### config.mk
export PLATFORM = sky130hd
export DESIGN_NAME = sei_caption_triplet_parser_unit
export DESIGN_NICKNAME = d
export VERILOG_FILES = /design/src/sv/sctp_pkg.sv /design/src/sv/sctp_ram.sv /design/src/sv/sctp_front.sv /design/src/sv/sctp_back.sv /design/src/sv/sei_caption_triplet_parser_unit.sv
export SDC_FILE = /design/constraint.sdc
export NUM_CORES = 1
export LEC_CHECK = 0
export BUFFER_PORTS_ARGS = -buffer_cell sky130_fd_sc_hd__buf_4
export CAP_MARGIN = 20
export CORE_UTILIZATION = 38
export CTS_CLUSTER_SIZE = 14
export DETAILED_ROUTE_END_ITERATION = 7
export PLACE_DENSITY = 0.6
export SETUP_SLACK_MARGIN = 0.3
export SLEW_MARGIN = 10
export SYNTH_ARGS = -nofsm -noshare
export SYNTH_HDL_FRONTEND = slang
export SYNTH_SLANG_ARGS = --single-unit
### constraint.sdc
create_clock -name clk_i -period 5.3 [get_ports clk_i]
set_clock_uncertainty 0.05 [all_clocks]
set_input_delay 0.265 -clock clk_i [delete_from_list [all_inputs] [get_ports clk_i]]
set_output_delay 0.265 -clock clk_i [all_outputs]
set_load 0.005 [all_outputs]
### src/sv/sctp_pkg.sv
package sctp_pkg;

  localparam int unsigned MaxTripletsDefault = 31;
  localparam int unsigned FfCap              = 1 << 20;
  localparam int unsigned CcHeaderLen        = 10;
  localparam int unsigned TripletW           = 19;

  typedef struct packed {
    logic [7:0] nal_byte;
    logic       end_of_unit;
  } in_item_t;

  typedef struct packed {
    logic [1:0] cc_type;
    logic       cc_valid;
    logic [7:0] cc_first_byte;
    logic [7:0] cc_second_byte;
    logic       last_in_run;
  } out_item_t;

  // request from the parser to the emitter: play back a run of stored triplets
  typedef struct packed {
    logic [4:0] count;
  } run_req_t;

  function automatic logic [7:0] cc_header_byte(input logic [2:0] idx);
    logic [7:0] r;
    case (idx)
      3'd0:    r = 8'hB5;
      3'd1:    r = 8'h00;
      3'd2:    r = 8'h31;
      3'd3:    r = 8'h47;
      3'd4:    r = 8'h41;
      3'd5:    r = 8'h39;
      3'd6:    r = 8'h34;
      default: r = 8'h03;
    endcase
    return r;
  endfunction

endpackage

### src/sv/sctp_ram.sv
module sctp_ram #(
  parameter int unsigned Width = 8,
  parameter int unsigned Depth = 32
) (
  input  logic                     clk_i,
  input  logic                     we_i,
  input  logic [$clog2(Depth)-1:0] waddr_i,
  input  logic [Width-1:0]         wdata_i,
  input  logic [$clog2(Depth)-1:0] raddr_i,
  output logic [Width-1:0]         rdata_o
);

  logic [Width-1:0] mem_q [Depth];

  always_ff @(posedge clk_i) begin
    if (we_i) begin
      mem_q[waddr_i] <= wdata_i;
    end
    rdata_o <= mem_q[raddr_i];
  end

endmodule

### src/sv/sctp_front.sv
module sctp_front #(
  parameter int unsigned MaxTriplets = 31
) (
  input  logic               clk_i,
  input  logic               rst_ni,
  input  logic [4:0]         sei_unit_type_i,
  input  logic               in_fire_i,
  input  sctp_pkg::in_item_t in_item_i,
  // store write port
  output logic               st_we_o,
  output logic [4:0]         st_waddr_o,
  output logic [18:0]        st_wdata_o,
  // completed run towards the back part
  output logic               run_push_o,
  output sctp_pkg::run_req_t run_o
);
  import sctp_pkg::*;

  localparam logic [2:0] PhHeader = 3'd0;
  localparam logic [2:0] PhType   = 3'd1;
  localparam logic [2:0] PhSize   = 3'd2;
  localparam logic [2:0] PhBody   = 3'd3;
  localparam logic [2:0] PhIdle   = 3'd4;
  localparam logic [4:0] MaxT     = 5'(MaxTriplets);

  logic [1:0]  zero_run_q, zero_run_d;
  logic [2:0]  phase_q, phase_d;
  logic [20:0] ff_total_q, ff_total_d;
  logic        is_cc_q, is_cc_d;
  logic [20:0] left_q, left_d;
  logic [3:0]  bidx_q, bidx_d;
  logic        hdr_ok_q, hdr_ok_d;
  logic [4:0]  target_q, target_d;
  logic [1:0]  tph_q, tph_d;
  logic [10:0] part_q, part_d;
  logic [4:0]  count_q, count_d;

  logic [7:0]  b;
  logic        drop;
  logic [21:0] ff_sum;
  logic [21:0] v;
  logic [4:0]  c;

  assign b      = in_item_i.nal_byte;
  assign drop   = (zero_run_q == 2'd2) && (b == 8'h03);
  assign ff_sum = {1'b0, ff_total_q} + 22'd255;
  assign v      = {1'b0, ff_total_q} + {14'd0, b};
  assign c      = (b[4:0] > MaxT) ? MaxT : b[4:0];

  // byte parser, one rbsp byte a cycle while in_fire_i is high
  always_comb begin
    zero_run_d = zero_run_q;
    phase_d    = phase_q;
    ff_total_d = ff_total_q;
    is_cc_d    = is_cc_q;
    left_d     = left_q;
    bidx_d     = bidx_q;
    hdr_ok_d   = hdr_ok_q;
    target_d   = target_q;
    tph_d      = tph_q;
    part_d     = part_q;
    count_d    = count_q;
    st_we_o    = 1'b0;
    st_waddr_o = count_q;
    st_wdata_o = {part_q, b};
    run_push_o = 1'b0;
    run_o.count = count_q;
    if (in_fire_i) begin
      if (drop) begin
        zero_run_d = 2'd0;
      end else begin
        zero_run_d = (b != 8'h00) ? 2'd0 : ((zero_run_q < 2'd2) ? zero_run_q + 2'd1 : 2'd2);
        case (phase_q)
          PhHeader: begin
            phase_d = (b[4:0] == sei_unit_type_i) ? PhType : PhIdle;
          end
          PhType, PhSize: begin
            if (b == 8'hFF) begin
              ff_total_d = ff_sum[20:0];
              if (ff_sum > 22'(FfCap)) begin
                phase_d = PhIdle;
              end
            end else begin
              ff_total_d = '0;
              if (phase_q == PhType) begin
                is_cc_d = (v == 22'd4);
                phase_d = PhSize;
              end else begin
                left_d   = v[20:0];
                bidx_d   = '0;
                hdr_ok_d = 1'b1;
                target_d = '0;
                tph_d    = '0;
                part_d   = '0;
                count_d  = '0;
                phase_d  = (v == 22'd0) ? PhType : PhBody;
              end
            end
          end
          PhBody: begin
            if (is_cc_q && hdr_ok_q) begin
              if (bidx_q < 4'(CcHeaderLen)) begin
                if (bidx_q < 4'd8) begin
                  if (b != cc_header_byte(bidx_q[2:0])) hdr_ok_d = 1'b0;
                end else if (bidx_q == 4'd8) begin
                  if (!b[6]) hdr_ok_d = 1'b0;
                  else target_d = c;
                end
                bidx_d = bidx_q + 4'd1;
              end else begin
                case (tph_q)
                  2'd0: begin
                    part_d = {b[2:0], 8'h00};
                    tph_d  = 2'd1;
                  end
                  2'd1: begin
                    part_d = {part_q[10:8], b};
                    tph_d  = 2'd2;
                  end
                  default: begin
                    if (count_q < target_q) begin
                      st_we_o = 1'b1;
                      count_d = count_q + 5'd1;
                    end
                    tph_d = 2'd0;
                  end
                endcase
              end
            end
            left_d = left_q - 21'd1;
            if (left_q == 21'd1) begin
              phase_d = PhType;
              run_push_o = is_cc_q && hdr_ok_d && (bidx_d >= 4'(CcHeaderLen)) &&
                           (count_d != 5'd0);
              run_o.count = count_d;
            end
          end
          default: ;
        endcase
      end
      if (in_item_i.end_of_unit) begin
        zero_run_d = '0;
        phase_d    = PhHeader;
        ff_total_d = '0;
        is_cc_d    = 1'b0;
        left_d     = '0;
        bidx_d     = '0;
        hdr_ok_d   = 1'b0;
        target_d   = '0;
        tph_d      = '0;
        part_d     = '0;
        count_d    = '0;
      end
    end
  end

  always_ff @(posedge clk_i or negedge rst_ni) begin
    if (!rst_ni) begin
      zero_run_q <= '0;
      phase_q    <= PhHeader;
      ff_total_q <= '0;
      is_cc_q    <= 1'b0;
      left_q     <= '0;
      bidx_q     <= '0;
      hdr_ok_q   <= 1'b0;
      target_q   <= '0;
      tph_q      <= '0;
      part_q     <= '0;
      count_q    <= '0;
    end else begin
      zero_run_q <= zero_run_d;
      phase_q    <= phase_d;
      ff_total_q <= ff_total_d;
      is_cc_q    <= is_cc_d;
      left_q     <= left_d;
      bidx_q     <= bidx_d;
      hdr_ok_q   <= hdr_ok_d;
      target_q   <= target_d;
      tph_q      <= tph_d;
      part_q     <= part_d;
      count_q    <= count_d;
    end
  end

endmodule

### src/sv/sctp_back.sv
module sctp_back (
  input  logic                clk_i,
  input  logic                rst_ni,
  input  logic                run_push_i,
  input  sctp_pkg::run_req_t  run_i,
  output logic                busy_o,
  output logic [4:0]          st_raddr_o,
  input  logic [18:0]         st_rdata_i,
  output logic                out_valid_o,
  input  logic                out_ready_i,
  output sctp_pkg::out_item_t out_item_o
);
  import sctp_pkg::*;

  // run queue of depth one, then a read pipeline with output register
  logic       busy_q, busy_d;
  logic [4:0] total_q, total_d;
  logic [4:0] rd_q, rd_d;
  logic       pend_q, pend_d;
  logic       plast_q, plast_d;
  logic       ov_q, ov_d;
  out_item_t  oi_q, oi_d;
  logic       issue;
  logic       slot;

  assign slot  = !ov_q || out_ready_i;
  // a read may issue when neither the read stage nor output is blocked
  assign issue = busy_q && !pend_q && slot;
  assign st_raddr_o = rd_q;
  assign busy_o = busy_q;
  assign out_valid_o = ov_q;
  assign out_item_o  = oi_q;

  always_comb begin
    busy_d  = busy_q;
    total_d = total_q;
    rd_d    = rd_q;
    pend_d  = pend_q;
    plast_d = plast_q;
    ov_d    = ov_q;
    oi_d    = oi_q;
    if (ov_q && out_ready_i) ov_d = 1'b0;
    if (pend_q && slot) begin
      ov_d = 1'b1;
      oi_d.cc_type        = st_rdata_i[17:16];
      oi_d.cc_valid       = st_rdata_i[18];
      oi_d.cc_first_byte  = st_rdata_i[15:8];
      oi_d.cc_second_byte = st_rdata_i[7:0];
      oi_d.last_in_run    = plast_q;
      pend_d = 1'b0;
    end
    if (issue) begin
      pend_d  = 1'b1;
      plast_d = (rd_q + 5'd1 == total_q);
      rd_d    = rd_q + 5'd1;
      if (rd_q + 5'd1 == total_q) busy_d = 1'b0;
    end
    if (run_push_i) begin
      busy_d  = 1'b1;
      total_d = run_i.count;
      rd_d    = '0;
    end
  end

  always_ff @(posedge clk_i or negedge rst_ni) begin
    if (!rst_ni) begin
      busy_q  <= 1'b0;
      total_q <= '0;
      rd_q    <= '0;
      pend_q  <= 1'b0;
      plast_q <= 1'b0;
      ov_q    <= 1'b0;
    end else begin
      busy_q  <= busy_d;
      total_q <= total_d;
      rd_q    <= rd_d;
      pend_q  <= pend_d;
      plast_q <= plast_d;
      ov_q    <= ov_d;
    end
  end

  always_ff @(posedge clk_i) begin
    oi_q <= oi_d;
  end

endmodule

### src/sv/sei_caption_triplet_parser_unit.sv
// Playback: each triplet of a run is read from the store, then registered;
//   a read issues only after the previous one has left the read stage.
// Throughput: one byte per cycle outside playback; a run holds off input until the
//   read of its last triplet has issued, longer while the output stalls.
// Reset: asynchronous, active low; clears parser and playback state and sets
//   the unit type register to 6. The triplet store is not cleared.
module sei_caption_triplet_parser_unit #(
  parameter int unsigned MAX_TRIPLETS = sctp_pkg::MaxTripletsDefault
) (
  input  logic                clk_i,
  input  logic                rst_ni,
  input  logic                cfg_we_i,
  input  logic [4:0]          cfg_wdata_i,
  input  logic                in_valid_i,
  output logic                in_ready_o,
  input  sctp_pkg::in_item_t  in_item_i,
  output logic                out_valid_o,
  input  logic                out_ready_i,
  output sctp_pkg::out_item_t out_item_o
);
  import sctp_pkg::*;

  logic [4:0]  unit_type_q;
  logic        in_fire;
  logic        st_we;
  logic [4:0]  st_waddr, st_raddr;
  logic [18:0] st_wdata, st_rdata;
  logic        run_push;
  run_req_t    run;
  logic        busy;

  // configuration register
  always_ff @(posedge clk_i or negedge rst_ni) begin
    if (!rst_ni) unit_type_q <= 5'd6;
    else if (cfg_we_i) unit_type_q <= cfg_wdata_i;
  end

  // store is reused per payload, so no bytes while a run plays
  assign in_ready_o = !busy;
  assign in_fire    = in_valid_i && in_ready_o;

  sctp_front #(.MaxTriplets(MAX_TRIPLETS)) u_front (
    .clk_i, .rst_ni,
    .sei_unit_type_i(unit_type_q),
    .in_fire_i(in_fire), .in_item_i,
    .st_we_o(st_we), .st_waddr_o(st_waddr), .st_wdata_o(st_wdata),
    .run_push_o(run_push), .run_o(run)
  );

  sctp_ram #(.Width(TripletW), .Depth(32)) u_store (
    .clk_i, .we_i(st_we), .waddr_i(st_waddr), .wdata_i(st_wdata),
    .raddr_i(st_raddr), .rdata_o(st_rdata)
  );

  sctp_back u_back (
    .clk_i, .rst_ni,
    .run_push_i(run_push), .run_i(run), .busy_o(busy),
    .st_raddr_o(st_raddr), .st_rdata_i(st_rdata),
    .out_valid_o, .out_ready_i, .out_item_o
  );

  a_no_in_while_busy: assert property (@(posedge clk_i) disable iff (!rst_ni)
    busy |-> !in_fire) else $error("byte taken during playback");
  a_run_nonempty: assert property (@(posedge clk_i) disable iff (!rst_ni)
    run_push |-> run.count != 5'd0) else $error("empty run pushed");
  a_push_only_on_byte: assert property (@(posedge clk_i) disable iff (!rst_ni)
    run_push |-> in_fire) else $error("run pushed without a byte");

endmodule
### Word level (Yosys, flattened, before mapping)

Memory sizes are Yosys's and may differ from the RTL's. A register that Yosys moved wholly into a read port is not among the register bits.
Cells that the tools add are included.

* add/sub/neg operators: 7
* magnitude comparators: 7
* equal/unequal tests: 34
* mux-type cells: 121
* reduce and logical (&&, ||, !) cells: 39

Operators with widths (count)
* 2-to-1 mux 21 bit: 8
* 2-to-1 mux 5 bit: 25
* 2-to-1 mux 11 bit: 6
* case mux 8 bit (7 select lines): 1
* 2-to-1 mux 8 bit: 6
* case mux 11 bit (2 select lines): 2
* case mux 21 bit (2 select lines): 1
* 2-to-1 mux 1 bit: 38
* 2-to-1 mux 4 bit: 9
* adder 21 x 8 -> 22 bit: 1
* adder 21 x 8 -> 22 bit (second input constant): 1
* == test 22 x 3 -> 1 bit (second input constant): 1
* greater-than comparator 22 x 21 -> 1 bit (second input constant): 1
* zero test 22 bit: 1
* 2-to-1 mux 2 bit: 11
* == test 21 x 1 -> 1 bit (second input constant): 1
* 2-to-1 mux 3 bit: 7
* != test 3 bit (second input constant): 7
* subtractor 21 x 1 -> 21 bit (second input constant): 1
* case mux 5 bit (2 select lines): 2
* AND reduction 5 bit: 3
* == test 3 x 2 -> 1 bit (second input constant): 4
* != test 3 x 2 -> 1 bit (second input constant): 4
* nonzero test 2 bit: 6
* other kinds (39): 61

* register bits: 115
* memory bits (writable): 608
* input port bits: 19
* output and inout port bits: 22
* logic and storage cells: 233
* memories: 1

Memories
* u_store.mem_q: words 32, bits a word 19, rd ports 1, clocked after Yosys merged registers in 1, write ports 1, line sctp_ram.sv:13 `logic [Width-1:0] mem_q [Depth];`

### Logic depth before layout (Yosys ltp)

* depth after elaboration: 25
* mapped depth: 11
* depth with buffers taken out: 10

### Hierarchy

Synthesis repeated with hierarchy kept, for this count alone.

* cell total of the unflattened synthesis: 2178
* area total of the unflattened synthesis: 31640.3 um^2

By module, submodules not included
* sctp_ram: instances 1, cells an instance 1346, area each 24245.8 um^2, seq. area each 18637.9 um^2
* sctp_front: instances 1, cells an instance 743, area each 5921.9 um^2, seq. area each 1901.8 um^2
* sctp_back: instances 1, cells an instance 77, area each 1278.7 um^2, seq. area each 950.9 um^2
* sei_caption_triplet_parser_unit: instances 1, cells an instance 12, area each 193.9 um^2, seq. area each 127.6 um^2

### Worst setup path before layout

No wires, ideal clock.

* path kind: flip-flop to flip-flop
* start point: register u_front.bidx_q[1]
* end point: memory u_store.mem_q[15][0] (netlist name) (enable)
* setup time: 419 ps
* arrival time: 2904 ps
* data required time: 4831 ps
* setup slack: 1927 ps
* stages on the path, launching flop included: 6
* path buffers: 0
* period minus slack after synthesis: 3373 ps
* cells stage by stage: dfrtp_1 o2111ai_1 or3b_4 a221oi_4 nand2_1 nor3_1

* word-level cells in the longest chain between the ends: 8

Ends and longest elaborated chain
* start, declared: line sctp_front.sv:31 `logic [3:0] bidx_q, bidx_d;`
* start signal, assigned: line sctp_front.sv:176 `bidx_q <= bidx_d;`
* less-than comparator 4 bit: line sctp_front.sv:102 `if (bidx_q < 4'(CcHeaderLen)) begin`
* 2-to-1 mux 1 bit: line sctp_front.sv:102
* 2-to-1 mux 1 bit: line sctp_front.sv:101 `if (is_cc_q && hdr_ok_q) begin`
* 2-to-1 mux 1 bit: line sctp_front.sv:73 `case (phase_q)`
* 2-to-1 mux 1 bit: line sctp_front.sv:69 `if (drop) begin`
* 2-to-1 mux 1 bit: line sctp_front.sv:68 `if (in_fire_i) begin`
* 2-to-1 mux 1 bit: line sctp_ram.sv:16 `if (we_i) begin`
* 2-to-1 mux 1 bit (implied by the code): line sctp_ram.sv:17 `mem_q[waddr_i] <= wdata_i;`
* end, declared: line sctp_ram.sv:13

Every way passes these cells.

### Final worst setup path

* start point: register u_front.count_q[2] (netlist: u_front.st_waddr_o[2])
* end point: memory u_store.mem_q[28][4] (netlist name) (enable)

* word-level cells in the longest chain between the ends: 10

Ends and longest elaborated chain
* start, declared: line sctp_front.sv:36 `logic [4:0] count_q, count_d;`
* start signal, assigned: line sctp_front.sv:181 `count_q <= count_d;`
* less-than comparator 5 bit: line sctp_front.sv:121 `if (count_q < target_q) begin`
* 2-to-1 mux 1 bit: line sctp_front.sv:121
* 2-to-1 mux 1 bit: line sctp_front.sv:111 `case (tph_q)`
* 2-to-1 mux 1 bit: line sctp_front.sv:102
* 2-to-1 mux 1 bit: line sctp_front.sv:101
* 2-to-1 mux 1 bit: line sctp_front.sv:73
* 2-to-1 mux 1 bit: line sctp_front.sv:69
* 2-to-1 mux 1 bit: line sctp_front.sv:68
* 2-to-1 mux 1 bit: line sctp_ram.sv:16
* 2-to-1 mux 1 bit (implied by the code): line sctp_ram.sv:17

Several ways; a longest one is shown, not always the timed one.

==> impl_metrics.csv <==
group,metric,value,unit
synthesis,synth-seq-area-share,69.32,%
worst_setup_path,worstReg2RegEnd,"u_store.mem_q[28][4]",
worst_setup_path,r2r_slack,1230,ps
die,core,80810,sq um
clock_network,post_cts_buffers,0,
worst_setup_path,critPathArrivalTime,4240,ps
sta,fmax,245.6,MHz
power_and_ir_drop,internal-power,9.601,mW
synthesis,syn_area_per_cell,15.01,sq um
detailed_routing,first_iter_violations,1753,
synthesis,yosys-top-cells-area,"edfxtp_1 (60%), dfrtp_1 (7.5%), mux4_2 (5.5%)",
synthesis,ys.flop_type,"edfxtp_1",
synthesis,syn_nets,2123,
worst_hold_path,hp-class,"in -> reg",
synthesis,synth_top_area_share,60.47,%
power_and_ir_drop,netSwitchingFraction,22.32,%
sta,slew_headroom,26.40,%
layout,fillers,7072,
layout,area_delta_synth_final,14.49,%
worst_setup_path,crit_chain,"ha_1 -> a21oi_1 -> o21ai_0 -> a221oi_4 -> inv_1 -> nor2_1 -> nand2_1 -> nor2_2",
clock_network,cts_max_path_buffers,3,
clock_network,clkLatencyLatePin,650,ps
sta,fin_crit,4072,ps
power_and_ir_drop,p_per_area,346.2,nW/um^2
detailed_routing,routed_wl,80.86,mm
power_and_ir_drop,ir_drop,233.2,uV
synthesis,yosys_register_bits,742,
outcome,violations,"design-rule violations",
synthesis,ys_top_cells_by_count,"edfxtp_1 (628), nand2_1 (180), o21ai_0 (163)",
detailed_routing,via_count,18610,
synthesis,synthArstFlopShare,12.80,%
sta,worstMarginPinSlew,1094,ps
layout,fin_area,35700,sq um
global_route,grt_pass1_vias,18070,
layout,num-nets-final,2198,
synthesis,yosys_warnings,0,
worst_setup_path,reg2reg_from,"u_front.st_waddr_o[2]",
clock_network,cts_tree,"yes",
global_route,grt.overflow.total,0,
detailed_routing,drcViolationCount,5,
sta,slew_violations,0,
die,dieArea,83210,sq um
flow_run,drv_cap,0,
worst_setup_path,critPathCapture,"u_store.mem_q[28][4]",
global_route,grt_max_degree,83,
sta,setup_tns,0,ps
clock_network,clock_sinks,742,
layout,multi_input_area,9080,sq um
worst_setup_path,end_kind,"register",
die,start_util,38.59,%
layout,drive_gt1_share,17.52,%
outcome,status,"finished with violations",
power_and_ir_drop,p_switching,2.759,mW
global_route,grt_pass1_wl,119.4,mm
sta,rsz0062_at_grt,"no",
detailed_routing,detail-route-antenna-nets,0,
detailed_routing,dr.pass1.iters,8,
power_and_ir_drop,p_leak,12.32,nW
worst_setup_path,crit_fanout,19,
worst_setup_path,crit_path_max_incr_delay,1000,ps
place,io_buffers,40,
synthesis,syn-cell-area,31180,sq um
sta,fin_crit_sh,76.82,%
global_route,grt_use_total,19.51,%
layout,diodes,0,
synthesis,synth_edf_count,628,
clock_network,cts.htree.levels,3,
worst_setup_path,worstRegToRegCells,8,
synthesis,ys_types,76,
layout,regArea,21630,sq um
die,io_pins,41,
clock_network,clk_pin_slew_worst_paths,60,ps
global_route,antenna_found_initial,4,
place,post-place-ws,1261,ps
die,fp-row-count,104,
synthesis,synthCells,2077,
worst_setup_path,critPathLaunch,"u_front.st_waddr_o[2]",
power_and_ir_drop,pwr-share-comb,4.1,%
synthesis,yosysMostFrequentCell,"edfxtp_1",
place,hpwl,50.75,mm
worst_setup_path,cp_data_required_time,5470,ps
power_and_ir_drop,pwr-share-seq,51.6,%
clock_network,cts_made_buffers,79,
sta,fin_ws,1228,ps
worst_setup_path,worstSetupStartpointType,"register",
worst_setup_path,crit_slowest_cell,"nor2_2",
sta,setup_violations,0,
place,globalplace.congestion,0.8340,
place,place_area,32830,sq um
sta,hold_violations,0,
synthesis,yosysTopAreaCell,"edfxtp_1",
power_and_ir_drop,p_clk_share,44.3,%
die,die_w,288.5,microns
power_and_ir_drop,power.total,12.36,mW
worst_setup_path,worst-setup-path-type,"reg -> reg",
die,die_height,288.5,microns
clock_network,cts-root-buf,"clkbuf_16",
detailed_routing,wire_per_inst,24.69,microns
detailed_routing,vias_per_cell,5.681,
## per-layer routing
layer	wire length [microns]	vias to the layer above	part of all wire (%)	GRT usage, %
li1	-	8258	-	-
met1	34350	9544	42	26.42
met2	39030	661	48	32.10
met3	5004	142	6.2	3.025
met4	2473	0	3.1	6.521
met5	0	-	0	0
## final cells by class
type / count / area share (%)
clock buffers: 98 / 5.821
clock inverters: 46 / 1.437
inverters: 28 / 0.2944
multi-input cells: 1191 / 25.43
flip-flops and latches: 742 / 60.59
well taps: 1060 / 3.715
repair buffers: 110 / 2.712
## placed cells by master, fill, tap and decap left out, drive strengths merged, types with 12 or more instances in the layout
master and n:
nand3 18, buf 91, and3 12, edfxtp 628, nor4 16, o221ai 57, o31ai 15, dlygate4sd3 19
nand2 180, dfxtp 19, o21ai 165, mux4 76, ha 26, nor2 112, xnor2 25, dfrtp 93
nor3 23, nand2b 12, mux2 46, mux2i 126, clkbuf 98, a21oi 105, o22ai 22, clkinv 34
inv 32, xor2 16
## sequential cells by signal (all words and copies together), names as in the netlist, 2 cells and up
signal	cells
u_front.ff_total_q	21
u_front.phase_q	3
u_store.rdata_o	19
u_front.part_q	11
u_front.left_q	21
u_front.st_waddr_o	5
u_front.tph_q	2
u_front.bidx_q	4
u_back.st_raddr_o	5
u_front.zero_run_q	2
u_front.target_q	5
u_back.out_item_o	20
u_store.mem_q	608
u_back.total_q	5
unit_type_q	5
## per-stage QoR
stage          util, %  hold WS [ps]  instances
3_3_place_gp     40.62         322.1       3105
2_1_floorplan        -        -80.59       2077
5_1_grt          44.18         90.80       3275
4_1_cts          44.06         68.09       3268
3_5_place_dp     40.62         334.1       3105
6_report         44.18         55.88       3275
## what timing repair did
action,4_1_cts,5_1_grt
gates resized for setup,0,0
endpoints found under the hold margin,67,0
hold buffers,19,0
## cells by family (layout without fill, tap and decap cells)
family	Yosys count	in the layout	synth area share, %
simple gates	436	436	6.508
buf+inv	144	282	1.866
mux	248	248	11.22
fa+ha+maj	27	27	1.107
xor+xnor	41	41	1.151
flops	742	742	69.32
compound gates	439	439	8.827
## power by group through the flow
stage | Sequential, mW | Combinational [mW] | Clock, mW
detailed placement | 6.50 | 0.484 | 0
global placement | 6.50 | 0.475 | 0
floorplan | 6.48 | 0.315 | 0
finish | 6.38 | 0.506 | 5.47
global route | 6.38 | 0.557 | 5.79
CTS | 6.38 | 0.501 | 5.56
## critical path, delay by kind of cell, from the launching register on
kind | cells | cell delay [ps]
AO/OA/AOI/OAI | 3 | 730
adder cells (fa/ha/maj) | 1 | 340
buffers and inverters | 1 | 140
flip-flops | 1 | 660
AND/OR/NAND/NOR | 3 | 1700
## worst min path at each step
stage,from,endpoint,slack (ps),depth (start not counted)
after floorplan,rst_ni,u_back.busy_o,-80,0
after detailed placement,rst_ni,unit_type_q[3],330,1
after global placement,rst_ni,unit_type_q[3],320,1
after global routing,in_item_i[7],u_store.mem_q[21][6],90,1
after CTS,in_item_i[8],u_store.mem_q[15][7],70,1
final,in_item_i[6],u_store.mem_q[6][5],60,1
(Power assumes the default switching activity.)
